--- src/sv/fbpa_pkg.sv ---
package fbpa_pkg;

  localparam int MAX_BLOCKS = 64;
  localparam int RING_SLOTS = MAX_BLOCKS + 1;
  localparam int BLK_W      = $clog2(MAX_BLOCKS);
  localparam int CNT_W      = $clog2(MAX_BLOCKS + 1);
  localparam int STATUS_W   = 3;
  localparam int IN_DATA_W  = ((BLK_W + 7) / 8) * 8;
  localparam int OUT_DATA_W = ((BLK_W + CNT_W + 7) / 8) * 8;

  localparam logic OP_ALLOC   = 1'b0;
  localparam logic OP_RELEASE = 1'b1;

  localparam logic [STATUS_W-1:0] STAT_OK        = 3'd0;
  localparam logic [STATUS_W-1:0] STAT_EMPTY     = 3'd1;
  localparam logic [STATUS_W-1:0] STAT_RANGE     = 3'd2;
  localparam logic [STATUS_W-1:0] STAT_NOT_TAKEN = 3'd3;
  localparam logic [STATUS_W-1:0] STAT_FULL      = 3'd4;

  typedef struct packed {
    logic load;
    logic exec;
  } fbpa_cmd_t;

endpackage

--- src/sv/fbpa_ctrl.sv ---
module fbpa_ctrl import fbpa_pkg::*; (
  input  logic      clk,
  input  logic      rst,
  input  logic      s_axis_tvalid,
  output logic      s_axis_tready,
  output logic      m_axis_tvalid,
  input  logic      m_axis_tready,
  output fbpa_cmd_t cmd
);

  localparam logic ST_IDLE = 1'b0;
  localparam logic ST_EXEC = 1'b1;

  logic state;
  logic state_next;
  logic out_valid;
  logic out_valid_next;

  always_comb begin
    cmd            = '0;
    state_next     = state;
    out_valid_next = out_valid;
    if (out_valid && m_axis_tready) begin
      out_valid_next = 1'b0;
    end
    unique case (state)
      ST_IDLE: begin
        if (s_axis_tvalid) begin
          cmd.load   = 1'b1;
          state_next = ST_EXEC;
        end
      end
      ST_EXEC: begin
        if (!out_valid || m_axis_tready) begin
          cmd.exec       = 1'b1;
          out_valid_next = 1'b1;
          state_next     = ST_IDLE;
        end
      end
      default: begin
        state_next = ST_IDLE;
      end
    endcase
  end

  always_ff @(posedge clk) begin
    if (rst) begin
      state     <= ST_IDLE;
      out_valid <= 1'b0;
    end else begin
      state     <= state_next;
      out_valid <= out_valid_next;
    end
  end

  assign s_axis_tready = (state == ST_IDLE);
  assign m_axis_tvalid = out_valid;

endmodule

--- src/sv/fbpa_dp.sv ---
module fbpa_dp import fbpa_pkg::*; (
  input  logic                  clk,
  input  logic                  rst,
  input  fbpa_cmd_t             cmd,
  input  logic                  in_op,
  input  logic [BLK_W-1:0]      in_blk,
  input  logic                  cfg_we,
  input  logic [CNT_W-1:0]      cfg_wdata,
  output logic [STATUS_W-1:0]   out_status,
  output logic [BLK_W-1:0]      out_granted,
  output logic [CNT_W-1:0]      out_free
);

  logic [BLK_W-1:0]      ring_mem [RING_SLOTS];
  logic [BLK_W-1:0]      ring_rdata;
  logic [RING_SLOTS-1:0] ring_valid;
  logic [MAX_BLOCKS-1:0] taken;

  logic [CNT_W-1:0] pool;
  logic [CNT_W-1:0] head;
  logic [CNT_W-1:0] tail;
  logic             op_q;
  logic [BLK_W-1:0] blk_q;

  logic [CNT_W-1:0]    cfg_clamped;
  logic [BLK_W-1:0]    entry;
  logic [CNT_W-1:0]    head_inc;
  logic [CNT_W-1:0]    tail_inc;
  logic [CNT_W-1:0]    head_next;
  logic [CNT_W-1:0]    tail_next;
  logic [STATUS_W-1:0] status_next;
  logic [BLK_W-1:0]    granted_next;
  logic                do_alloc;
  logic                do_release;
  logic [CNT_W:0]      wrap_sum;
  logic [CNT_W-1:0]    free_next;

  always_comb begin
    cfg_clamped = cfg_wdata;
    if (cfg_wdata == '0) begin
      cfg_clamped = CNT_W'(1);
    end else if (cfg_wdata > CNT_W'(MAX_BLOCKS)) begin
      cfg_clamped = CNT_W'(MAX_BLOCKS);
    end
  end

  // A ring entry that was not written since the last rebuild holds its own slot number.
  assign entry    = ring_valid[head] ? ring_rdata : head[BLK_W-1:0];
  assign head_inc = (head == pool) ? '0 : CNT_W'(head + CNT_W'(1));
  assign tail_inc = (tail == pool) ? '0 : CNT_W'(tail + CNT_W'(1));

  always_comb begin
    status_next  = STAT_OK;
    granted_next = '0;
    do_alloc     = 1'b0;
    do_release   = 1'b0;
    head_next    = head;
    tail_next    = tail;
    if (op_q == OP_ALLOC) begin
      if (head == tail) begin
        status_next = STAT_EMPTY;
      end else begin
        do_alloc     = 1'b1;
        granted_next = entry;
        head_next    = head_inc;
      end
    end else begin
      priority if ({1'b0, blk_q} >= pool) begin
        status_next = STAT_RANGE;
      end else if (!taken[blk_q]) begin
        status_next = STAT_NOT_TAKEN;
      end else if (tail_inc == head) begin
        status_next = STAT_FULL;
      end else begin
        do_release = 1'b1;
        tail_next  = tail_inc;
      end
    end
  end

  assign wrap_sum  = {1'b0, tail_next} + {1'b0, pool} + (CNT_W+1)'(1) - {1'b0, head_next};
  assign free_next = (tail_next >= head_next) ? CNT_W'(tail_next - head_next)
                                              : wrap_sum[CNT_W-1:0];

  always_ff @(posedge clk) begin
    ring_rdata <= ring_mem[head];
    if (cmd.exec && do_release) begin
      ring_mem[tail] <= blk_q;
    end
  end

  always_ff @(posedge clk) begin
    if (rst) begin
      pool       <= CNT_W'(MAX_BLOCKS);
      head       <= '0;
      tail       <= CNT_W'(MAX_BLOCKS);
      ring_valid <= '0;
      taken      <= '0;
    end else if (cfg_we) begin
      pool       <= cfg_clamped;
      head       <= '0;
      tail       <= cfg_clamped;
      ring_valid <= '0;
      taken      <= '0;
    end else if (cmd.exec) begin
      head <= head_next;
      tail <= tail_next;
      if (do_alloc) begin
        taken[entry] <= 1'b1;
      end
      if (do_release) begin
        taken[blk_q]     <= 1'b0;
        ring_valid[tail] <= 1'b1;
      end
    end
  end

  always_ff @(posedge clk) begin
    if (cmd.load) begin
      op_q  <= in_op;
      blk_q <= in_blk;
    end
    if (cmd.exec) begin
      out_status  <= status_next;
      out_granted <= granted_next;
      out_free    <= free_next;
    end
  end

endmodule

--- src/sv/fixed_block_pool_allocator.sv ---
// Fixed block pool allocator. Each input beat is an allocate (tuser 0) or a release
// (tuser 1, block index in tdata) and yields one output beat with a status code, the
// granted block index and the number of free blocks left. An item is handled in a load
// step, which reads the free-index ring memory at the head pointer into a register, and
// then an execute step, which updates the pointers and marks and registers the result;
// execute waits while an earlier result is held, and no new item is taken before it.
// The result waits in an output register, so the next item is accepted while it is still
// held. Writing cfg_wdata sets the pool size (0 is taken as 1, values above 64 as 64) and
// makes every block free again in the same cycle; write it only while no item is in flight.
module fixed_block_pool_allocator import fbpa_pkg::*; (
  input  logic                  clk,
  input  logic                  rst,
  input  logic                  s_axis_tvalid,
  output logic                  s_axis_tready,
  input  logic [IN_DATA_W-1:0]  s_axis_tdata,   // [5:0] block_index
  input  logic                  s_axis_tuser,   // [0] opcode
  output logic                  m_axis_tvalid,
  input  logic                  m_axis_tready,
  output logic [OUT_DATA_W-1:0] m_axis_tdata,   // [5:0] granted_index, [12:6] free_blocks
  output logic [STATUS_W-1:0]   m_axis_tuser,   // [2:0] status
  input  logic                  cfg_we,
  input  logic [CNT_W-1:0]      cfg_wdata
);

  fbpa_cmd_t        cmd;
  logic [BLK_W-1:0] granted;
  logic [CNT_W-1:0] free_blocks;

  fbpa_ctrl u_ctrl (
    .clk           (clk),
    .rst           (rst),
    .s_axis_tvalid (s_axis_tvalid),
    .s_axis_tready (s_axis_tready),
    .m_axis_tvalid (m_axis_tvalid),
    .m_axis_tready (m_axis_tready),
    .cmd           (cmd)
  );

  fbpa_dp u_dp (
    .clk         (clk),
    .rst         (rst),
    .cmd         (cmd),
    .in_op       (s_axis_tuser),
    .in_blk      (s_axis_tdata[BLK_W-1:0]),
    .cfg_we      (cfg_we),
    .cfg_wdata   (cfg_wdata),
    .out_status  (m_axis_tuser),
    .out_granted (granted),
    .out_free    (free_blocks)
  );

  assign m_axis_tdata = {{(OUT_DATA_W-BLK_W-CNT_W){1'b0}}, free_blocks, granted};

`ifndef ASSERT_OFF
  a_one_in_flight: assert property (@(posedge clk) disable iff (rst)
    (s_axis_tvalid && s_axis_tready) |=> !s_axis_tready)
    else $error("input accepted while an item is still being processed");

  a_grant_zero_on_error: assert property (@(posedge clk) disable iff (rst)
    (m_axis_tvalid && m_axis_tuser != STAT_OK) |-> (granted == '0))
    else $error("nonzero granted index on a failed operation");

  a_free_in_range: assert property (@(posedge clk) disable iff (rst)
    m_axis_tvalid |-> (free_blocks <= CNT_W'(MAX_BLOCKS)))
    else $error("free block count above pool maximum");

  a_status_legal: assert property (@(posedge clk) disable iff (rst)
    m_axis_tvalid |-> (m_axis_tuser == STAT_OK || m_axis_tuser == STAT_EMPTY ||
                       m_axis_tuser == STAT_RANGE || m_axis_tuser == STAT_NOT_TAKEN ||
                       m_axis_tuser == STAT_FULL))
    else $error("undefined status code on output");
`endif

endmodule

--- config.mk ---
export PLATFORM = sky130hd
export DESIGN_NAME = fixed_block_pool_allocator
export DESIGN_NICKNAME = d
export VERILOG_FILES = /design/src/sv/fbpa_pkg.sv /design/src/sv/fbpa_ctrl.sv /design/src/sv/fbpa_dp.sv /design/src/sv/fixed_block_pool_allocator.sv
export SDC_FILE = /design/constraint.sdc
export NUM_CORES = 1
export LEC_CHECK = 0
export ABC_AREA = 1
export BUFFER_PORTS_ARGS = -buffer_cell sky130_fd_sc_hd__clkbuf_2
export CORE_UTILIZATION = 35
export CTS_CLUSTER_DIAMETER = 150
export DETAILED_ROUTE_END_ITERATION = 12
export PLACE_DENSITY_LB_ADDON = 0.25
export SLEW_MARGIN = 20
export SYNTH_ARGS = -nofsm -noshare
export SYNTH_HDL_FRONTEND = slang
export SYNTH_SLANG_ARGS = --single-unit
export TNS_END_PERCENT = 30
--- constraint.sdc ---
create_clock -name clk -period 5.84 [get_ports clk]
set_input_delay 0.876 -clock clk [delete_from_list [all_inputs] [get_ports clk]]
set_output_delay 0.876 -clock clk [all_outputs]
set_load 0.01 [all_outputs]
* Word level (Yosys, flattened, before mapping)
Memories as Yosys holds them, arrays and structs flattened. A register that Yosys moved wholly into a read port is not among the register bits. Cells that the tools add are included.
Storage, ports and cells: register bits 175, RAM bits 390, bits of input ports 21, output and inout port bits 21, word-level logic and storage cells 101, memories kept 1
Cells by class: $add $sub $neg 6, $lt $le $gt $ge 10, equal/unequal tests 4, mux-type cells 51, bitwise gates (word level) 5, reduce and logical (&&, ||, !) cells 12
Memory list:
- u_dp.ring_mem | words 65, width 6, rd ports 1, clocked after Yosys merged registers in 1, write ports 1, RTL line fbpa_dp.sv:14 | logic [BLK_W-1:0] ring_mem [RING_SLOTS];
Operator list (count):
- 64-bit 2-to-1 mux | 5
- 7-bit 2-to-1 mux | 13
- 65-bit bitwise OR | 1
- 64-bit AND | 1
- 64-bit inverter | 1
- 64-bit bitwise OR | 1
- 7-bit equality test | 4
- 1-bit 2-to-1 mux | 22
- 7-bit by 1-bit adder with 7-bit output (second input constant) | 3
- 7-bit by 8-bit less-than comparator with 1-bit output (second input constant) | 2
- 6-bit by 7-bit less-than comparator with 1-bit output (second input constant) | 2
- 7-bit subtractor | 2
- 1-bit demux with 6-bit select | 2
- 6-bit by 1-bit greater-or-equal comparator with 1-bit output (second input constant) | 2
- 3-bit 2-to-1 mux | 4
- 7-bit adder | 1
- 1-bit binary-select mux with 7-bit select | 1
- 1-bit demux with 7-bit select | 1
- 6-bit by 7-bit greater-or-equal comparator with 1-bit output | 1
- 7-bit by 1-bit greater-or-equal comparator with 1-bit output (second input constant) | 1
- 7-bit greater-or-equal comparator | 1
- 7-bit > comparator (second input constant) | 1
- 7-bit zero test | 1
- 1-bit binary-select mux with 6-bit select | 1
- 9 further kinds | 14

* Longest topological paths before layout
depth after elaboration 14, mapped depth 29, depth with buffers taken out 28

* Hierarchy
Synthesis repeated with hierarchy kept, for this count alone.
Second synthesis, totals: cells, all modules 2661, area total of the unflattened synthesis 25445.7 sq um
By module, submodules not included:
- fbpa_dp | times used 1, cells each 2646, area each 25335.5 sq um, sequential area each 15524.9 sq um
- fbpa_ctrl | times used 1, cells each 11, area each 83.8 sq um, sequential area each 40.0 sq um
- fixed_block_pool_allocator | times used 1, cells each 4, area each 26.3 sq um, sequential area each 0.0 sq um

* Worst setup path after synthesis
OpenSTA, ideal clock, no wires.
path type register to register, start register u_dp.blk_q[2], end register u_dp.out_free[6], data pin, setup time 0.260 ns, arrival time 4.644 ns, data required time 5.580 ns, slack 0.936 ns, cell stages (with the launch flop) 19, path buffers 0, clock period less this slack 4.904 ns, cell sequence edfxtp_1 -> ha_1 -> a21oi_1 -> a21oi_1 -> a2111oi_0 -> nand4_1 -> nor2_4 -> nand2_1 -> and2_1 -> fa_1 -> ha_1 -> nand3_1 -> and2_1 -> inv_1 -> nand2_1 -> a21oi_1 -> nor2_1 -> xor2_1 -> mux2_2
Between the ends: cells in the longest elaborated chain, start to end 9, elaborated cells on any way between the ends 12, those cells by class add/sub (4); order compare (2); mux (6)
Ends and longest elaborated chain:
- from (decl) | RTL line fbpa_dp.sv:23 | logic [BLK_W-1:0] blk_q;
- from (signal assigned) | RTL line fbpa_dp.sv:121 | blk_q <= in_blk;
- 1-bit binary-select mux with 6-bit select | RTL line fbpa_dp.sv:70 | end else if (!taken[blk_q]) begin
- 1-bit 2-to-1 mux (not written as such) | RTL line fbpa_dp.sv:70
- 7-bit 2-to-1 mux | RTL line fbpa_dp.sv:70
- 7-bit 2-to-1 mux (*) | RTL line fbpa_dp.sv:68 | priority if ({1'b0, blk_q} >= pool) begin
- 7-bit 2-to-1 mux (*) | RTL line fbpa_dp.sv:59 | if (op_q == OP_ALLOC) begin
- 7-bit adder | RTL line fbpa_dp.sv:81 | assign wrap_sum = {1'b0, tail_next} + {1'b0, pool} + (CNT_W+1)'(1) - {1'b0, head_next};
- 7-bit by 1-bit adder with 7-bit output | RTL line fbpa_dp.sv:81
- 7-bit subtractor | RTL line fbpa_dp.sv:81
- 7-bit 2-to-1 mux (*) | RTL line fbpa_dp.sv:82 | assign free_next = (tail_next >= head_next) ? CNT_W'(tail_next - head_next)
- net u_dp.free_next[6] | RTL line fbpa_dp.sv:36 | logic [CNT_W-1:0] free_next;
- to (signal assigned) | RTL line fbpa_dp.sv:126 | out_free <= free_next;
- to (decl) | RTL line fbpa_dp.sv:11 | output logic [CNT_W-1:0] out_free
The timed path passes the listed nets; every way through them passes the cells marked *. The select of a mux whose other input is x is not followed. A chain may end at the register's enable or synchronous reset.

* Worst setup path after layout
Ends and elaborated chain as after synthesis.

==> flow_summary.yaml <==
run_status:
  outcome: "complete, no violations"
min_path:
  min-delay-start: "s_axis_tdata[0]"
  hold_path.class: "primary input to register"
  min_to: "u_dp.blk_q[0]"
  min_path_cells: 1
yosys:
  synth.area.top_cells: "edfxtp_1 48%, dfxtp_1 12%, nand2_1 6.8%"
  ys_dominant_reg_cell: "edfxtp_1"
  synth_edf_count: 413
  yosysTopAreaCellShare_pct: 48.34
  ys_top_cells_by_count: "466 x nand2_1, 413 x edfxtp_1, 354 x nor2_1"
  synth_cells: 2709
  synth_area_per_cell_um2: 9.471
  synth_top_cell_by_area: "edfxtp_1"
  yosys_warnings: 0
  async_flop_share_pct: 0
  synth_area_um2: 25660
  yosysMostFrequentCell: "nand2_1"
  ys_types: 49
  synth-seq-cells: 571
  ys_seq_area_share_pct: 60.67
timing:
  fin_crit_sh_pct: 88.66
  setup_viol: 0
  final_max_slew_viol_count: 0
  grt_setup_unrepaired: "no"
  finalHoldViolations: 0
  worst_pin_slew_ns: 1.088
  hold_ws_ns: 0.4516
  final.min_clock_period_ns: 5.178
  tns_ns: 0
  fmax_mhz: 193.1
  slew_headroom_pct: 27.18
  fin_skew_ns: 0.03318
  worst_slack_ns: 0.6620
global_route:
  antenna_found_initial: 3
  grt_util_all_layers_pct: 19.56
  grt_max_degree: 175
  gr-total-overflow: 0
  grt_pass1_vias: 19023
  grt_pass1_wl_um: 112300
routing:
  final_antenna_net_count: 0
  first_iter_violations: 1793
  drc: 0
  vias: 19577
  wirelength_um: 73250
  routed_via_density: 5.270
  post_drt_wl_per_cell_um: 19.72
  drtPass1Iterations: 6
cts:
  cts_hold_buf: 0
  post_cts_buffers: 0
  cts_buffers: 67
  cts.sinks: 571
  cts_tree: "yes"
  cts_max_level: 3
  clk_pin_slew_ns: 0.06
  clock_latency_ns: 0.61
  ctsRootBufferMaster: "clkbuf_16"
  cts.path.max_buffers: 3
  cts_resized: 0
power:
  powerDensity_nw_per_um2: 326.2
  seq_power_share_pct: 47.2
  peakVddDrop_uv: 250.2
  intPower_mw: 7.046
  swShare_pct: 25.26
  p_leak_nw: 10.45
  power_mw: 9.427
  p_clk_share_pct: 43.0
  p_sw_mw: 2.381
  combinationalPowerShare_pct: 9.8
worst_setup_path:
  reg2reg_depth: 23
  reg2reg_from: "u_dp.blk_q[2]"
  arrival_ns: 5.53
  endpoint_kind: "register"
  start_kind: "register"
  r2r_end: "u_dp.out_free[6]"
  path_class: "register to register"
  path_buf_inv: 4
  rrSetupSlack_ns: 0.66
  required_ns: 6.19
  cp_cell_sequence: "buf_12 > ha_1 > a21oi_1 > a21oi_1 > a2111oi_0 > buf_4 > nand4_1 > nor2_4 > nand2_1 > nand2_1 > inv_1 > ha_1 > inv_1 > o21bai_1 > a21oi_1 > nor2_1 > nor2_1 > o21bai_1 > nand2_1 > nand2_1 > a21oi_1 > o41ai_4 > mux2_2"
  cp_slowest_cell: "edfxtp_1"
  cpLargestDelayFamily: "compound AO/OA/AOI/OAI gates"
  slowest_delay_ns: 0.63
  cp_max_fo: 67
final_layout:
  antenna_cells: 0
  stdcell_count: 3715
  drive_gt1_share_pct: 7.920
  fin_nets: 2762
  nFillCells: 7032
  fin_area_um2: 28900
  area_growth_pct: 12.65
  finalCoreUtilization_pct: 40.16
place:
  port_buffers: 36
  dp.cells: 3593
  hpwl_um: 44760
  pre_cts_ws_ns: 0.8162
  place_congestion: 0.8945
  dpl_cell_area_um2: 26780
floorplan:
  die_area_um2: 74390
  core_area_um2: 71980
  start_util_pct: 35.65
  rows: 98
  fp.dieW_um: 272.8
  ios: 42
  die_h_um: 272.8
run:
  drv_cap: 0
-- registers in the layout, indices dropped and copies added, names as in the netlist, 6 cells and up --
| register | cells |
|---|---|
| u_dp.tail | 7 |
| u_dp.blk_q | 6 |
| u_dp.ring_rdata | 6 |
| u_dp.taken | 64 |
| u_dp.out_free | 7 |
| u_dp.out_granted | 6 |
| u_dp.pool | 7 |
| u_dp.ring_valid | 65 |
| u_dp.head | 7 |
| u_dp.ring_mem | 390 |
-- power groups by stage --
| stage | Clock [mW] | Combinational, mW | Sequential [mW] |
|---|---|---|---|
| after detailed placement | 0 | 0.910 | 4.54 |
| after global placement | 0 | 0.901 | 4.54 |
| after CTS | 4.11 | 0.915 | 4.45 |
| final | 4.05 | 0.923 | 4.45 |
| after global routing | 4.27 | 1.02 | 4.46 |
| after floorplan | 0 | 0.608 | 4.53 |
-- cells in the final DEF, fill, tap and decap left out, types with 17 or more instances in the layout --
| cell type | instances |
|---|---|
| a21oi_1 | 161 |
| a41oi_1 | 17 |
| buf_4 | 39 |
| clkbuf_16 | 68 |
| clkbuf_2 | 36 |
| clkinv_1 | 17 |
| dfxtp_1 | 156 |
| edfxtp_1 | 413 |
| ha_1 | 22 |
| inv_1 | 251 |
| nand2_1 | 466 |
| nand3_1 | 147 |
| nor2_1 | 352 |
| nor3_1 | 21 |
| o21ai_0 | 291 |
| o22ai_1 | 112 |
| xor2_1 | 27 |
-- worst max path at each step --
stage          slack (ns)                to  depth (start not counted)     startpoint
2_1_floorplan        0.94  u_dp.out_free[6]                         18  u_dp.blk_q[2]
3_3_place_gp         0.74  u_dp.out_free[6]                         23  u_dp.blk_q[2]
3_5_place_dp         0.82  u_dp.out_free[6]                         23  u_dp.blk_q[2]
4_1_cts              0.78  u_dp.out_free[6]                         23  u_dp.blk_q[2]
5_1_grt              0.35  u_dp.out_free[2]                         24  u_dp.blk_q[2]
6_report             0.66  u_dp.out_free[6]                         23  u_dp.blk_q[2]
-- area by class of cell --
cell class | instances | area, um^2 | area share, %
multi-input combinational | 1726 | 8453 | 29.25
sequential | 571 | 15570 | 53.88
timing repair buffer | 80 | 573.1 | 1.983
inverter | 266 | 1005 | 3.476
tap | 950 | 1189 | 4.112
clock buffer | 87 | 1803 | 6.238
clock inverter | 35 | 309.0 | 1.069
-- layer usage --
metal / GRT usage, % / share of wire [%] / vias up
li1: - / - / 9271
met5: 0 / 0.048 / -
met3: 3.295 / 6.8 / 163
met2: 31.69 / 46 / 706
met4: 7.052 / 3.3 / 6
met1: 26.29 / 44 / 9431
-- cell families (layout without fill, tap and decap cells) --
family / count (synthesis) / in the layout / synth area share, %
compound gates: 612 / 612 / 12.99
flops: 571 / 571 / 60.67
other cells: 1 / 3 / 0.01462
mux: 1 / 1 / 0.04389
fa+ha+maj: 29 / 29 / 1.619
buf+inv: 414 / 468 / 6.569
simple gates: 1049 / 1049 / 17.01
xor+xnor: 32 / 32 / 1.092
Note: power is estimated with default switching activity, not from simulation.
